==> config.mk <==
export PLATFORM = sky130hd
export DESIGN_NAME = silt_ctrl
export DESIGN_NICKNAME = d
export VERILOG_FILES = /design/src/design/silt_pkg.sv /design/src/design/silt_ctrl.sv
export SDC_FILE = /design/constraint.sdc
export NUM_CORES = 1
export LEC_CHECK = 0
export BUFFER_PORTS_ARGS = -buffer_cell sky130_fd_sc_hd__clkbuf_2
export CORE_AREA = 2 2 39 41
export DETAILED_ROUTE_END_ITERATION = 8
export DIE_AREA = 0 0 41 43
export PLACE_DENSITY = 0.56
export SKIP_LAST_GASP = 1
export SYNTH_ARGS = -nofsm -noshare
export SYNTH_HDL_FRONTEND = slang
export SYNTH_SLANG_ARGS = --single-unit
==> constraint.sdc <==
create_clock -name i_clk -period 1.2 [get_ports i_clk]
set_input_delay 0.24 -clock i_clk [delete_from_list [all_inputs] [get_ports i_clk]]
set_output_delay 0.24 -clock i_clk [all_outputs]
set_load 0.02 [all_outputs]
==> src/design/silt_pkg.sv <==
// Package for the sorted interval lookup table: payload types, FSM states, commands.
// No dependencies.
`default_nettype none
package silt_pkg;

    localparam int unsigned TableDepthDefault = 64;

    localparam logic CmdLookup = 1'b0;
    localparam logic CmdInsert = 1'b1;

    typedef struct packed {
        logic        command;
        logic [63:0] probe_address;
        logic [63:0] range_start;
        logic [63:0] range_last;
        logic [31:0] name_handle;
    } t_req;

    typedef struct packed {
        logic        found;
        logic [63:0] distance;
        logic [31:0] result_name;
        logic        table_full;
    } t_rsp;

    typedef enum logic [3:0] {
        ST_IDLE,
        ST_RD,
        ST_WAIT,
        ST_CMP,
        ST_SHIFT_RD,
        ST_SHIFT_WAIT,
        ST_SHIFT_WR,
        ST_DONE
    } t_state;

    // Commands from the controller to the datapath.
    typedef struct packed {
        logic load;       // capture request, set bounds
        logic rd;         // read memory at mid
        logic step;       // apply compare result to bounds
        logic shift_rd;   // read entry at shift index minus one
        logic shift_wr;   // write read data to shift index, decrement
        logic place;      // write new entry at lo
        logic rsp_hit;    // latch hit response
        logic rsp_miss;   // latch miss response
        logic rsp_ins;    // latch insert response
    } t_cmd;

    // Status from the datapath to the controller.
    typedef struct packed {
        logic is_insert;
        logic search_done;  // lo >= hi
        logic hit;          // lookup compare hit at mid
        logic full;
        logic shift_done;   // shift index equals lo
    } t_sts;

endpackage
`default_nettype wire

==> src/design/silt_ctrl.sv <==
// Controller state machine for the sorted interval lookup table.
// Depends on silt_pkg.
`default_nettype none
module silt_ctrl (
    input  wire logic            i_clk,
    input  wire logic            i_rst_n,
    input  wire logic            i_req_valid,
    output logic                 o_req_ready,
    input  wire logic            i_rsp_busy,
    input  wire silt_pkg::t_sts  i_sts,
    output silt_pkg::t_cmd       o_cmd
);

    silt_pkg::t_state r_state, n_state;

    // State register.
    always_ff @(posedge i_clk) begin
        if (!i_rst_n) begin
            r_state <= silt_pkg::ST_IDLE;
        end else begin
            r_state <= n_state;
        end
    end

    // Next state and commands.
    always_comb begin
        n_state     = r_state;
        o_cmd       = '0;
        o_req_ready = 1'b0;
        case (r_state)
            silt_pkg::ST_IDLE: begin
                o_req_ready = 1'b1;
                if (i_req_valid) begin
                    o_cmd.load = 1'b1;
                    n_state    = silt_pkg::ST_RD;
                end
            end
            silt_pkg::ST_RD: begin
                if (i_sts.is_insert && i_sts.full) begin
                    n_state = silt_pkg::ST_DONE;
                end else if (i_sts.search_done) begin
                    n_state = i_sts.is_insert ? silt_pkg::ST_SHIFT_RD : silt_pkg::ST_DONE;
                end else begin
                    o_cmd.rd = 1'b1;
                    n_state  = silt_pkg::ST_WAIT;
                end
            end
            silt_pkg::ST_WAIT: begin
                n_state = silt_pkg::ST_CMP;
            end
            // On a hit the read data stays put, so wait here for the output slot.
            silt_pkg::ST_CMP: begin
                if (!i_sts.is_insert && i_sts.hit) begin
                    if (!i_rsp_busy) begin
                        o_cmd.rsp_hit = 1'b1;
                        n_state       = silt_pkg::ST_IDLE;
                    end
                end else begin
                    o_cmd.step = 1'b1;
                    n_state    = silt_pkg::ST_RD;
                end
            end
            silt_pkg::ST_SHIFT_RD: begin
                if (i_sts.shift_done) begin
                    o_cmd.place = 1'b1;
                    n_state     = silt_pkg::ST_DONE;
                end else begin
                    o_cmd.shift_rd = 1'b1;
                    n_state        = silt_pkg::ST_SHIFT_WAIT;
                end
            end
            silt_pkg::ST_SHIFT_WAIT: begin
                n_state = silt_pkg::ST_SHIFT_WR;
            end
            silt_pkg::ST_SHIFT_WR: begin
                o_cmd.shift_wr = 1'b1;
                n_state        = silt_pkg::ST_SHIFT_RD;
            end
            silt_pkg::ST_DONE: begin
                if (!i_rsp_busy) begin
                    if (i_sts.is_insert) begin
                        o_cmd.rsp_ins = 1'b1;
                    end else begin
                        o_cmd.rsp_miss = 1'b1;
                    end
                    n_state = silt_pkg::ST_IDLE;
                end
            end
            default: begin
                n_state = silt_pkg::ST_IDLE;
            end
        endcase
    end

    // Hit response is issued only from a compare.
    a_hit_from_cmp: assert property (@(posedge i_clk) disable iff (!i_rst_n)
        o_cmd.rsp_hit |-> r_state == silt_pkg::ST_CMP)
        else $error("hit response outside compare");
    // Ready only while idle and loads only on a request.
    a_load_valid: assert property (@(posedge i_clk) disable iff (!i_rst_n)
        o_cmd.load |-> (i_req_valid && o_req_ready))
        else $error("load without request");
    // A memory read is always followed by a wait state.
    a_rd_wait: assert property (@(posedge i_clk) disable iff (!i_rst_n)
        o_cmd.rd |=> r_state == silt_pkg::ST_WAIT)
        else $error("read not followed by wait");

endmodule
`default_nettype wire

==> results.toml <==
[clock_network]
cts.sinks = 4
tritoncts = "yes"
path_clk_slew_ns = 0.04
numCtsBuffers = 3
cts_hold_buffers = 0
cts-root-buf = "clkbuf_4"
cts_buffer_depth = 2
cts_max_level = 1
worstSkewPairLatency_ns = 0.23

[hold_path]
hold_end = "r_state[1]"
hp-start = "i_rst_n"
hold_depth = 3
hp-class = "in -> reg"

[finish]
drive_gt1_frac = 0.706
reg_top3 = "r_state x4"
nNetsFinal = 96
layout_commonest_cell = "buf_4"
regMostFlops = "r_state"
final_cell_area_um2 = 777
fillers = 134
diodes = 0
largest_register_ffs = 4
final_cell_mix = "buf_4 (18), clkbuf_2 (8), a21oi_1 (6)"
area_delta_synth_final_pct = 132

[global_route]
track_usage = 0.154
grt_pass1_wl_um = 1810
grt_start_max_net_pins = 7
antenna_found_initial = 0
grt-ovfl-total = 0
use_met1 = 0.167
use_met3 = 0.0157
busiest_layer = "met2"
grt_pass1_vias = 455
met2_usage = 0.263

[synth]
yosys_warnings = 0
ys_seq_elements = 4
syn-mean-instance-area_um2 = 6.71
syn_inst = 50
synth_top_cell_by_area = "dfxtp_1"
seq_area_frac_synth = 0.239
synth.area.top_cells = "dfxtp_1 (24%), nor2_1 (10%), a21oi_1 (9.0%)"
synth_area_um2 = 335
syn-num-nets = 59
synth_top_area_share = 0.239
yosysUniqueCellTypes = 22

[sta]
hold_viol_final = 0
rsz0062_at_grt = "yes"
period_needed_ns = 1.53
setup_viol = 11
layout_setup_ws_ns = -0.335
slew_violations = 0
fin_skew_ns = 0.00510
finalCritPeriodShare = 1.28
finalSetupTns_ns = -2.41
fmax_ghz = 0.652

[status]
violations = "negative setup slack"
outcome = "finished, violations left"

[floorplanning]
ios = 19
dieWidth_um = 41
coreArea_um2 = 1380
die_h_um = 43
row_count = 14
start_util = 0.242
die-area_um2 = 1760

[power_and_ir_drop]
ir_worst_vdd_mv = 0.368
power.leakage_uw = 0.000353
power_density_nw_per_um2 = 562
power_uw = 437

[routing]
ant_nets = 0
drt_wl_total_um = 1210
route.detailed.drc = 0
first_iter_violations = 8
firstDrtPassIters = 4
vias_per_cell = 4.85
avgRoutedWirePerCell_um = 12.0
num_vias = 490

[critical_path]
cp-start-kind = "register"
reg2reg_depth = 5
crit_arrival_ns = 1.29
criticalPathCategory = "reg -> out"
r2r-end = "r_state[1]"
r2r-start = "r_state[0]"
critPathRequiredTime_ns = 0.96
path_max_fanout = 4
end_kind = "primary output"
reg2reg_slack_ns = -0.08

[placed_design]
placed_cell_area_um2 = 618
hpwl_um = 888
pre_cts_ws_ns = -0.124
port_buffers = 18
finalWeightedCongestion = 0.774

[job]
drv_cap = 0
[critical path, stage by stage (launching register included)]
cell	delay, ns
dfxtp_2	0.35
or2b_4	0.30
nor4b_4	0.23
buf_4	0.19
[power by group]
group	switching (uW)	leakage (uW)	internal, uW
logic	63.9	0.000304	67.1
registers	4.37	0.0000345	137
clock network	52.8	0.0000138	112
total	121	0.000353	315
[cell families after synthesis]
| kind of cell | share of synthesized area |
|---|---|
| AOI/OAI and AO/OA | 0.168 |
| muxes | 0.0336 |
| and+or+nand+nor | 0.500 |
| other | 0.0112 |
| buffers and inverters | 0.0485 |
| DFF | 0.239 |
[worst max-delay path by stage]
stage                     startpoint  endpoint  slack (ns)  depth (start not counted)
after floorplan           r_state[1]  o_cmd[8]       -0.17                          3
after global placement    r_state[2]  o_cmd[3]       -0.11                          3
after detailed placement  r_state[2]  o_cmd[3]       -0.12                          3
after CTS                 r_state[2]  o_cmd[3]       -0.32                          3
after global routing      r_state[2]  o_cmd[3]       -0.36                          3
final                     r_state[2]  o_cmd[3]       -0.33                          3
[routing by layer]
| metal | wire, um | part of all wire |
|---|---|---|
| met4 | 14 | 0.012 |
| met2 | 693 | 0.57 |
| met5 | 0 | 0 |
| met3 | 66 | 0.054 |
| met1 | 439 | 0.36 |
[final cells by class]
| cell class | count | area, um^2 | area share |
|---|---|---|---|
| clock buffers | 3 | 22.5 | 0.0290 |
| inverters | 2 | 7.51 | 0.00966 |
| multi-input cells | 42 | 362 | 0.465 |
| flip-flops and latches | 4 | 87.6 | 0.113 |
| well taps | 16 | 20.0 | 0.0258 |
| repair buffers | 34 | 278 | 0.357 |
[repair_timing]
| action | CTS | global route |
|---|---|---|
| pin swaps | 6 | 2 |
| gates resized for setup | 22 | 17 |
| setup buffers | 3 | 1 |
| endpoints found under the setup margin | 11 | 12 |
[synth_stat cells]
cell type and instances:
nor2_1 9, a21oi_1 6, dfxtp_1 4, nor4_1 4
nand2b_1 3, a21o_1 2, inv_1 2, nand2_1 2
nand3_1 2, nand3b_1 2, nor3_1 2, or2b_1 2
a31oi_1 1, and2_1 1, buf_2 1, clkbuf_1 1
conb_1 1, mux2_2 1, nand2b_2 1, nor4b_1 1
o21ai_0 1, or3b_1 1
[through the flow]
step	util	hold WS, ns	std cells
final	0.561	0.292	101
after global routing	0.561	0.305	101
after CTS	0.533	0.281	100
after detailed placement	0.447	0.538	95
after global placement	0.447	0.535	95
after floorplan	-	0.422	50
Note: power is estimated with default switching activity, not from simulation.
